<file path="config.mk">
export PLATFORM = sky130hd
export DESIGN_NAME = double_ended_queue_min_max_unit
export DESIGN_NICKNAME = d
export VERILOG_FILES = /design/src/rtl/dqmm_pkg.sv /design/src/rtl/double_ended_queue_min_max_unit.sv /design/src/rtl/dqmm_ctrl.sv /design/src/rtl/dqmm_dpath.sv
export SDC_FILE = /design/constraint.sdc
export NUM_CORES = 2
export LEC_CHECK = 0
export BUFFER_PORTS_ARGS = -buffer_cell sky130_fd_sc_hd__clkbuf_2
export CAP_MARGIN = 20
export CELL_PAD_IN_SITES_DETAIL_PLACEMENT = 0
export CELL_PAD_IN_SITES_GLOBAL_PLACEMENT = 1
export CORE_ASPECT_RATIO = 1.5
export CORE_MARGIN = 5
export CORE_UTILIZATION = 55
export DETAILED_ROUTE_END_ITERATION = 16
export PLACE_DENSITY_LB_ADDON = 0.1
export SKIP_LAST_GASP = 1
export SLEW_MARGIN = 5
export SYNTH_ARGS = -nofsm -noshare
export SYNTH_HDL_FRONTEND = slang
export SYNTH_SLANG_ARGS = --single-unit
</file>
<file path="constraint.sdc">
create_clock -name clk_i -period 11.7 [get_ports clk_i]
set_input_delay 0.585 -clock clk_i [delete_from_list [all_inputs] [get_ports clk_i]]
set_output_delay 0.585 -clock clk_i [all_outputs]
set_load 0.01 [all_outputs]
</file>
<file path="src/rtl/dqmm_pkg.sv">
package dqmm_pkg;

  localparam int unsigned DefaultDepth = 64;

  typedef enum logic [2:0] {
    OP_PUSH_FRONT = 3'd0,
    OP_PUSH_BACK  = 3'd1,
    OP_POP_FRONT  = 3'd2,
    OP_POP_BACK   = 3'd3,
    OP_QUERY      = 3'd4
  } opcode_e;

  typedef enum logic [1:0] {
    ST_DONE  = 2'd0,
    ST_EMPTY = 2'd1,
    ST_FULL  = 2'd2
  } status_e;

  typedef enum logic [1:0] {
    S_IDLE,
    S_SCAN,
    S_DRAIN,
    S_RESULT
  } state_e;

  typedef struct packed {
    logic [2:0]         opcode;
    logic signed [31:0] value;
  } in_item_t;

  typedef struct packed {
    logic [1:0]         status;
    logic signed [31:0] max_value;
    logic signed [31:0] min_value;
  } out_item_t;

  // controller to datapath
  typedef struct packed {
    logic exec;
    logic start_scan;
    logic issue_rd;
    logic load_result;
  } cmd_t;

  // datapath to controller
  typedef struct packed {
    logic out_free;
    logic scan_req;
    logic last_issue;
  } sts_t;

endpackage

</file>
<file path="src/rtl/double_ended_queue_min_max_unit.sv">
// Bounded double-ended queue of signed 32-bit values in a DEPTH-entry ring store, with
// push/pop at either end and a max/min query. Every accepted item returns exactly one
// result item through an output register; a new item is taken only once that register
// is free, which includes the cycle in which the previous result leaves. Pushes, pops,
// queries on an empty queue and unused opcodes are executed in the cycle of acceptance
// and may follow back to back. A query on a non-empty queue walks the held entries,
// read one per cycle through the single registered read port of the store; the running
// max and min follow each read in the cycle after it, and the result is then loaded once
// the output register is free; the input stays stalled meanwhile. No clearing pass runs
// after reset: only written entries are ever read.
module double_ended_queue_min_max_unit #(
  parameter int unsigned DEPTH = dqmm_pkg::DefaultDepth
) (
  input  logic                clk_i,
  input  logic                rst_ni,
  // item in
  input  logic                in_valid_i,
  output logic                in_ready_o,
  input  dqmm_pkg::in_item_t  in_item_i,
  // item out
  output logic                out_valid_o,
  input  logic                out_ready_i,
  output dqmm_pkg::out_item_t out_item_o
);

  dqmm_pkg::cmd_t cmd;
  dqmm_pkg::sts_t sts;

  // sequencing: idle, address walk, read drain, result load
  dqmm_ctrl u_ctrl (
    .clk_i      (clk_i),
    .rst_ni     (rst_ni),
    .in_valid_i (in_valid_i),
    .in_ready_o (in_ready_o),
    .sts_i      (sts),
    .cmd_o      (cmd)
  );

  // ring store, pointers, count, max/min accumulators and output register
  dqmm_dpath #(
    .DEPTH (DEPTH)
  ) u_dpath (
    .clk_i       (clk_i),
    .rst_ni      (rst_ni),
    .in_item_i   (in_item_i),
    .out_item_o  (out_item_o),
    .out_valid_o (out_valid_o),
    .out_ready_i (out_ready_i),
    .cmd_i       (cmd),
    .sts_o       (sts)
  );

  // at most one command per cycle
  assert property (@(posedge clk_i) disable iff (!rst_ni)
    $onehot0({cmd.exec, cmd.start_scan, cmd.issue_rd, cmd.load_result}))
    else $error("more than one datapath command at once");

  // a result is never written over one that has not been taken
  assert property (@(posedge clk_i) disable iff (!rst_ni)
    (cmd.exec || cmd.load_result) |-> (!out_valid_o || out_ready_i))
    else $error("output register overwritten");

  // once a scan starts, no item is taken in the next cycle
  assert property (@(posedge clk_i) disable iff (!rst_ni)
    cmd.start_scan |=> !in_ready_o)
    else $error("item accepted during a scan");

  // an item is accepted only together with a command for it
  assert property (@(posedge clk_i) disable iff (!rst_ni)
    (in_valid_i && in_ready_o) |-> (cmd.exec || cmd.start_scan))
    else $error("item accepted without a command");

endmodule

</file>
<file path="src/rtl/dqmm_ctrl.sv">
module dqmm_ctrl (
  input  logic           clk_i,
  input  logic           rst_ni,
  input  logic           in_valid_i,
  output logic           in_ready_o,
  input  dqmm_pkg::sts_t sts_i,
  output dqmm_pkg::cmd_t cmd_o
);

  dqmm_pkg::state_e state_q, state_d;

  always_ff @(posedge clk_i or negedge rst_ni) begin
    if (!rst_ni) begin
      state_q <= dqmm_pkg::S_IDLE;
    end else begin
      state_q <= state_d;
    end
  end

  always_comb begin
    state_d    = state_q;
    cmd_o      = '0;
    in_ready_o = 1'b0;
    unique case (state_q)
      dqmm_pkg::S_IDLE: begin
        in_ready_o = sts_i.out_free;
        if (in_valid_i && sts_i.out_free) begin
          if (sts_i.scan_req) begin
            cmd_o.start_scan = 1'b1;
            state_d          = dqmm_pkg::S_SCAN;
          end else begin
            cmd_o.exec = 1'b1;
          end
        end
      end
      dqmm_pkg::S_SCAN: begin
        cmd_o.issue_rd = 1'b1;
        if (sts_i.last_issue) begin
          state_d = dqmm_pkg::S_DRAIN;
        end
      end
      dqmm_pkg::S_DRAIN: begin
        // last read word is folded in at the end of this cycle
        state_d = dqmm_pkg::S_RESULT;
      end
      dqmm_pkg::S_RESULT: begin
        if (sts_i.out_free) begin
          cmd_o.load_result = 1'b1;
          state_d           = dqmm_pkg::S_IDLE;
        end
      end
      default: begin
        state_d = dqmm_pkg::S_IDLE;
      end
    endcase
  end

endmodule

</file>
<file path="src/rtl/dqmm_dpath.sv">
module dqmm_dpath #(
  parameter int unsigned DEPTH = dqmm_pkg::DefaultDepth
) (
  input  logic                clk_i,
  input  logic                rst_ni,
  input  dqmm_pkg::in_item_t  in_item_i,
  output dqmm_pkg::out_item_t out_item_o,
  output logic                out_valid_o,
  input  logic                out_ready_i,
  input  dqmm_pkg::cmd_t      cmd_i,
  output dqmm_pkg::sts_t      sts_o
);

  localparam int unsigned AW = $clog2(DEPTH);
  localparam int unsigned CW = $clog2(DEPTH + 1);

  logic [31:0] mem [DEPTH];

  logic [AW-1:0] front_q, front_d;
  logic [AW-1:0] back_q, back_d;
  logic [CW-1:0] count_q, count_d;
  logic [AW-1:0] scan_ptr_q;
  logic [CW-1:0] remaining_q;
  logic          rd_vld_q;
  logic          first_q;
  logic [31:0]   rd_data_q;
  logic signed [31:0] hi_q, lo_q;
  logic          out_valid_q;
  dqmm_pkg::out_item_t out_item_q;
  dqmm_pkg::out_item_t exec_res;

  logic          mem_we;
  logic [AW-1:0] mem_waddr;
  logic          empty, full;
  logic [AW-1:0] front_prev, front_next, back_prev, back_next, scan_next;

  assign empty = (count_q == '0);
  assign full  = (count_q == CW'(DEPTH));

  assign front_prev = (front_q == '0) ? AW'(DEPTH - 1) : front_q - AW'(1);
  assign front_next = (front_q == AW'(DEPTH - 1)) ? '0 : front_q + AW'(1);
  assign back_prev  = (back_q == '0) ? AW'(DEPTH - 1) : back_q - AW'(1);
  assign back_next  = (back_q == AW'(DEPTH - 1)) ? '0 : back_q + AW'(1);
  assign scan_next  = (scan_ptr_q == AW'(DEPTH - 1)) ? '0 : scan_ptr_q + AW'(1);

  // operations executed directly on acceptance, without a scan
  always_comb begin
    front_d   = front_q;
    back_d    = back_q;
    count_d   = count_q;
    mem_we    = 1'b0;
    mem_waddr = back_q;
    exec_res  = '0;
    exec_res.status = dqmm_pkg::ST_DONE;
    if (cmd_i.exec) begin
      case (in_item_i.opcode)
        dqmm_pkg::OP_PUSH_FRONT: begin
          if (full) begin
            exec_res.status = dqmm_pkg::ST_FULL;
          end else begin
            front_d   = front_prev;
            mem_we    = 1'b1;
            mem_waddr = front_prev;
            count_d   = count_q + CW'(1);
          end
        end
        dqmm_pkg::OP_PUSH_BACK: begin
          if (full) begin
            exec_res.status = dqmm_pkg::ST_FULL;
          end else begin
            back_d    = back_next;
            mem_we    = 1'b1;
            mem_waddr = back_q;
            count_d   = count_q + CW'(1);
          end
        end
        dqmm_pkg::OP_POP_FRONT: begin
          if (empty) begin
            exec_res.status = dqmm_pkg::ST_EMPTY;
          end else begin
            front_d = front_next;
            count_d = count_q - CW'(1);
          end
        end
        dqmm_pkg::OP_POP_BACK: begin
          if (empty) begin
            exec_res.status = dqmm_pkg::ST_EMPTY;
          end else begin
            back_d  = back_prev;
            count_d = count_q - CW'(1);
          end
        end
        dqmm_pkg::OP_QUERY: begin
          // only reaches here when empty
          exec_res.status = dqmm_pkg::ST_EMPTY;
        end
        default: begin
          exec_res.status = dqmm_pkg::ST_DONE;
        end
      endcase
    end
  end

  always_ff @(posedge clk_i or negedge rst_ni) begin
    if (!rst_ni) begin
      front_q <= '0;
      back_q  <= '0;
      count_q <= '0;
    end else begin
      front_q <= front_d;
      back_q  <= back_d;
      count_q <= count_d;
    end
  end

  // ring store, one write and one registered read port
  always_ff @(posedge clk_i) begin
    if (mem_we) begin
      mem[mem_waddr] <= in_item_i.value;
    end
  end

  always_ff @(posedge clk_i) begin
    if (cmd_i.issue_rd) begin
      rd_data_q <= mem[scan_ptr_q];
    end
  end

  // scan address walk
  always_ff @(posedge clk_i) begin
    if (cmd_i.start_scan) begin
      scan_ptr_q  <= front_q;
      remaining_q <= count_q;
    end else if (cmd_i.issue_rd) begin
      scan_ptr_q  <= scan_next;
      remaining_q <= remaining_q - CW'(1);
    end
  end

  always_ff @(posedge clk_i or negedge rst_ni) begin
    if (!rst_ni) begin
      rd_vld_q <= 1'b0;
    end else begin
      rd_vld_q <= cmd_i.issue_rd;
    end
  end

  // running max / min
  always_ff @(posedge clk_i) begin
    if (cmd_i.start_scan) begin
      first_q <= 1'b1;
    end else if (rd_vld_q) begin
      first_q <= 1'b0;
      if (first_q) begin
        hi_q <= $signed(rd_data_q);
        lo_q <= $signed(rd_data_q);
      end else begin
        if ($signed(rd_data_q) > hi_q) begin
          hi_q <= $signed(rd_data_q);
        end
        if ($signed(rd_data_q) < lo_q) begin
          lo_q <= $signed(rd_data_q);
        end
      end
    end
  end

  // output register
  always_ff @(posedge clk_i or negedge rst_ni) begin
    if (!rst_ni) begin
      out_valid_q <= 1'b0;
    end else if (cmd_i.exec || cmd_i.load_result) begin
      out_valid_q <= 1'b1;
    end else if (out_ready_i) begin
      out_valid_q <= 1'b0;
    end
  end

  always_ff @(posedge clk_i) begin
    if (cmd_i.exec) begin
      out_item_q <= exec_res;
    end else if (cmd_i.load_result) begin
      out_item_q.status    <= dqmm_pkg::ST_DONE;
      out_item_q.max_value <= hi_q;
      out_item_q.min_value <= lo_q;
    end
  end

  assign out_item_o  = out_item_q;
  assign out_valid_o = out_valid_q;

  assign sts_o.out_free   = !out_valid_q || out_ready_i;
  assign sts_o.scan_req   = (in_item_i.opcode == dqmm_pkg::OP_QUERY) && !empty;
  assign sts_o.last_issue = (remaining_q == CW'(1));

endmodule
</file>
=== After elaboration in Yosys (flattened, before gate mapping) ===
Memory sizes are Yosys's and may differ from the RTL's. A register that Yosys moved wholly into a read port is not among the register bits.
Index checks and enable logic that the tools add are counted.

* Memories kept: 1
* Register bits after elaboration: 167
* Memory bits (writable): 2048
* Output and inout port bits: 68
* Bits of input ports: 39

{| class="wikitable"
|+ Memories
! memory !! words !! bits a word !! read ports !! clocked after memory_dff !! write ports !! RTL line !! source
|-
| u_dpath.mem || 64 || 32 || 1 || 1 || 1 || dqmm_dpath.sv:17 || <nowiki>logic [31:0] mem [DEPTH];</nowiki>
|}

* Reductions and logical operators: 27
* Bitwise operators: 1
* Muxes and demuxes: 50
* Eq/ne operators: 22
* Magnitude comparators: 2
* Add/subtract/negate cells: 8

{| class="wikitable"
|+ Operators with widths
! cell !! number
|-
| $mux 66 || 2
|-
| $mux 32 || 4
|-
| $mux 6 || 14
|-
| $gt 32x32->1 || 1
|-
| $lt 32x32->1 || 1
|-
| $mux 7 || 4
|-
| $pmux 6 s2 || 2
|-
| $add 6x1->6 const B || 3
|-
| $eq 6x6->1 const B || 3
|-
| $ne 2x2->1 const B || 8
|-
| $reduce_and 4->1 || 4
|-
| $reduce_bool 2->1 || 8
|-
| $mux 1 || 14
|-
| $mux 2 || 7
|-
| $pmux 7 s2 || 1
|-
| $sub 7x1->7 const B || 2
|-
| $logic_not 6->1 || 2
|-
| $sub 6x1->6 const B || 2
|-
| $pmux 2 s4 || 1
|-
| $add 7x1->7 const B || 1
|-
| $eq 7x1->1 const B || 1
|-
| $eq 7x7->1 const B || 1
|-
| $logic_not 7->1 || 1
|-
| $eq 3x2->1 const B || 2
|-
| 14 further kinds || 21
|}

=== Longest topological paths before layout ===
* Depth in word-level cells: 9
* Gate-level depth with buffers: 11
* Gate-level depth less buffers: 9

=== Modules after synthesis ===
Synthesis repeated with hierarchy kept, for this count alone.

* Cells, all modules: 4232
* Area total of the unflattened synthesis: 87246.2 um^2

{| class="wikitable"
|+ Modules (own cells, without submodules)
! module !! times used !! area an instance (um^2) !! cells an instance !! seq. area each (um^2)
|-
| dqmm_dpath || 1 || 87049.7 || 4211 || 66658.9
|-
| dqmm_ctrl || 1 || 196.4 || 21 || 50.0
|}

=== Worst setup path before layout ===
No wires, ideal clock.

* Kind: reg-to-reg
* Start: register u_dpath.count_q[0]
* End: register u_dpath.lo_q[0], enable pin
* Slack: 7051 ps
* Stages on the path, launching flop included: 7
* Data arrival time: 4169 ps
* Path buffers: 0
* Cell sequence: dfrtp_1 > or4_1 > nor3_1 > a21oi_1 > nand3_1 > nand2_1 > a311oi_1

* Word-level cells in the longest chain between the ends: 8

{| class="wikitable"
|+ RTL lines
! item !! RTL line !! source
|-
| start, declared || dqmm_dpath.sv:21 || <nowiki>logic [CW-1:0] count_q, count_d;</nowiki>
|-
| start signal, assigned || dqmm_dpath.sv:112 || <nowiki>count_q <= count_d;</nowiki>
|-
| $logic_not 7->1 || dqmm_dpath.sv:37 || <nowiki>assign empty = (count_q == '0);</nowiki>
|-
| $logic_not 1->1 || dqmm_dpath.sv:193 || <nowiki>assign sts_o.scan_req = (in_item_i.opcode == dqmm_pkg::OP_QUERY) && !empty;</nowiki>
|-
| $logic_and 1x1->1 || dqmm_dpath.sv:193 ||
|-
| $mux 1 || dqmm_ctrl.sv:28 || <nowiki>if (sts_i.scan_req) begin</nowiki>
|-
| $mux 2 || dqmm_ctrl.sv:27 || <nowiki>if (in_valid_i && sts_i.out_free) begin</nowiki>
|-
| $mux 2 || dqmm_ctrl.sv:24 || <nowiki>unique case (state_q)</nowiki>
|-
| $not 1->1 (no source line) || -- ||
|-
| $reduce_and 3->1 (no source line) || -- ||
|-
| end signal, assigned || dqmm_dpath.sv:156 || <nowiki>lo_q <= $signed(rd_data_q);</nowiki>
|-
| end signal, assigned || dqmm_dpath.sv:162 || <nowiki>lo_q <= $signed(rd_data_q);</nowiki>
|-
| end, declared || dqmm_dpath.sv:27 || <nowiki>logic signed [31:0] hi_q, lo_q;</nowiki>
|}

Every way passes these cells.
A chain may end at the register's enable or synchronous reset.

==> key figures <==
Status
  • Status: completed

Place
  • Number of port buffers: 106
  • RePlAce Congestion: slightly above 0.8
  • DP Wirelength: approximately 130000 um
  • Dpl ws: approximately 6400 ps

CTS
  • Number of CTS-inserted buffers: 200
  • Buffer depth of the longest clock path: 3
  • CTS tree: yes
  • CTS clk-pin slew, worst paths: 60 ps
  • Clk root buf: clkbuf_16
  • CTS Sinks: ~2200
  • Post-CTS Hold Buffers: 1
  • Worst skew pair latency: 840 ps
  • Setup Fix Bufs, Post-CTS: 0
  • CTS resizes: 0
  • Number of H-tree levels: 4

Cells and area
  • Fillers: between 10000 and 15000
  • Area grow syn2layout: 12.5%
  • Sequential Area: around 0.067 mm2
  • Area of the multi-input gates: 0.0197 mm2
  • Layout Nets: around 4600
  • Share of layout cells above drive strength 1: between 20% and 30%

Detailed routing
  • DR pass1 iterations: 7
  • DRT iter0 DRCs: around 4200
  • M1 WL: a little over 80000 um
  • Post-route ant nets: 0
  • Uppermost routed layer: met4
  • Vias/cell: about 6.4
  • Met3 wire length: 14200 um
  • Remaining DRCs: 0
  • Via count: 43000
  • Met2 wire len: around 120000 um
  • Total Wirelength: between 200000 and 250000 um
  • Routed WL per cell: around 33 um

Logic synthesis
  • Most area-hungry cell type in the Yosys netlist: edfxtp_1
  • Xor/xnor share of the synthesized area: less than 1%
  • Top cells by count, synth: edfxtp_1 (2159), mux4_2 (517), a21oi_1 (226)
  • Netlist cell types: 65
  • Post-synth top area share: ~74%
  • Synth top area cells: edfxtp_1 (74%), mux4_2 (13%), dfxtp_1 (1.5%), a21oi_1 (1.3%), ha_1 (1.2%)
  • Syn Std Cell Area: approximately 0.087 mm2
  • Main combinational cell family by area after synthesis: multiplexers
  • Synth async-reset ratio: under 10%
  • Post-synthesis simple-gate area fraction: under 10%
  • Synthesis-stage register bit count: around 2200
  • Yosys Warn Count: 0
  • Adder-Cell Fraction of Synth Area: about 1.2%
  • Post-synthesis compound-gate area fraction: around 4%
  • Syn Nets: ~4400
  • Synthesized instance count: about 4300
  • EDFF count, synth: around 2200
  • Seq/Total Area, Yosys: between 70% and 80%
  • Most common cell in the synthesized netlist: edfxtp_1
  • Mux cell area share after synthesis: between 10% and 20%
  • Avg Inst Size Synth: 20.3 um2
  • Post-synth top flop: edfxtp_1

Worst setup path
  • Crit end category: flip-flop
  • WP data required: 12080 ps
  • Setup CP Type: flip-flop to flip-flop
  • Setup crit start kind: flip-flop
  • R2R cell count: 8
  • Max Fanout on Critical Path: 43
  • RR Endpoint: u_dpath.rd_data_q[18]
  • Slowest cell on crit path: buf_4
  • Worst R2R Start: u_dpath.scan_ptr_q[0]
  • Largest stage delay on the critical path: 770 ps
  • Top cell family by delay on the critical path: buffers and inverters
  • Most frequent CP cell: buf_4
  • Crit path DAT: ~5600 ps
  • CP cell instances: buf_4, buf_4, buf_4, mux4_2, o21ai_0, a21oi_1, a21oi_1, nand2_1
  • WP buf/inv: 3
  • Crit path depth: 8
  • R2R Setup Slk: 6460 ps

STA
  • RSZ-0062 raised after global routing: false
  • Max-Slew Margin vs Limit: 27.2%
  • Minimum period implied by the final worst setup slack: between 5000 and 6000 ps
  • Period utilization: 44.8%
  • Fin Setup TNS: 0 ps
  • Slew Limit Fails: 0
  • Setup ws final: 6460 ps
  • # setup viols final: 0
  • Layout Skew: approximately 29 ps
  • Worst hold slack: roughly 160 ps
  • Count of final hold-check violations: 0
  • Max Freq: ~190 MHz
  • Worst-margin pin slew: between 1000 and 1500 ps

GRT
  • First-pass GRT wire length: 318000 um
  • Vias in the first global route: ~44000
  • Largest net degree at the start of global routing: ~120
  • GRT Total Usage: between 20% and 30%
  • Initial antenna violation count: 7
  • Overflow left after global routing: 0

Power and ir drop
  • Clk pwr share: just under 30%
  • Logic pwr share: roughly 28%
  • Sw frac: a little under a third
  • Seq pwr share: between 40% and 50%
  • Internal power: about 16 mW
  • Pwr Density: approximately 230 mW/mm2
  • Leakage: roughly 31 nW
  • Switching power: 7.14 mW
  • Max IR drop VDD: around 0.00026 V

Floorplanning
  • Total core area: ~0.16 mm2
  • Die height: roughly 500 um
  • Starting Density: about 55%
  • Die X: between 300 and 400 um
  • Full die area: approximately 0.17 mm2
  • Ports: 107
  • Cell Rows: ~180

Worst hold path
  • WHS Path Cells: 3
  • Worst hold path endpoint: u_dpath.out_valid_o
  • Hold Crit Class: primary input to flip-flop
  • Hold path start: out_ready_i

Flow run
  • Max_cap viols: 0
## how the worst max path moves through the flow
stage	from	end
after CTS	u_dpath.scan_ptr_q[0]	u_dpath.rd_data_q[18]
after global placement	u_dpath.scan_ptr_q[0]	u_dpath.rd_data_q[18]
after detailed placement	u_dpath.scan_ptr_q[0]	u_dpath.rd_data_q[18]
after global routing	u_dpath.scan_ptr_q[0]	u_dpath.rd_data_q[18]
final	u_dpath.scan_ptr_q[0]	u_dpath.rd_data_q[18]
after floorplan	u_dpath.count_q[0]	u_dpath.lo_q[0]
## per-stage QoR
step	util, %	power, mW	area (um2)	std cells
floorplan	-	13.7	87100	4284
global placement	57.8	16.2	90900	6368
detailed placement	58.0	16.3	91200	6382
CTS	62.3	23.0	97900	6758
global route	62.3	23.7	97900	6765
finish	62.3	22.7	97900	6765
## kinds of logic after synthesis
group | Yosys count
DFF | 2247
muxes | 598
AOI/OAI and AO/OA | 587
and+or+nand+nor | 442
buffers and inverters | 308
adders and majority gates | 83
xor gates and xnor gates | 19
## cell usage in the layout, fill, tap and decap left out, types with 60 or more instances in the layout
cell type  synthesis  layout
o21ai_0          181     181
clkbuf_16          0     207
buf_4              2     128
mux2i_1           70      70
nand2_1          211     208
ha_1              82      81
nor2_4             0      67
a21oi_1          226     226
edfxtp_1        2159    2159
mux4_2           517     517
dfxtp_1           65      65
a22oi_1           60      60
o221ai_1          64      64
inv_1             82      81
clkbuf_2           0     105
## metal layers
layer  global-route usage [%]  vias to the layer above
li1                         -                    18100
met1                     34.8                    22900
met2                     45.7                     1586
met3                     4.14                      361
met4                     10.3                        0
met5                        0                        -
## power groups by stage
stage	combinational (mW)	sequential (mW)	clock (mW)
after floorplan	4.03	9.70	0
after global placement	6.41	9.83	0
after detailed placement	6.43	9.84	0
after CTS	6.45	9.67	6.85
after global routing	6.82	9.70	7.16
final	6.34	9.66	6.73
## tightest hold or removal path, cell delays in order
cell and delay [ps]:
clkbuf_2 90, nor2b_1 150, or3_1 130
## state kept, by name (all words and copies together), names as in the netlist, 7 cells and up
register / cells
u_dpath.remaining_q: 7
u_dpath.out_item_o: 66
u_dpath.mem: 2048
u_dpath.count_q: 7
u_dpath.hi_q: 32
u_dpath.lo_q: 32
u_dpath.rd_data_q: 32
## layout make-up
class / instances / share of cell area, %
Clock inverter: 128 / 1.37
Inverter: 83 / 0.326
Timing Repair Buffer: 255 / 1.94
Tap cell: 2070 / 2.65
Clock buffer: 247 / 5.44
Sequential cell: 2247 / 68.1
Antenna cell: 6 / 0.0153
Multi-Input combinational cell: 1729 / 20.1
No activity file was read; power rests on OpenSTA's default activity.
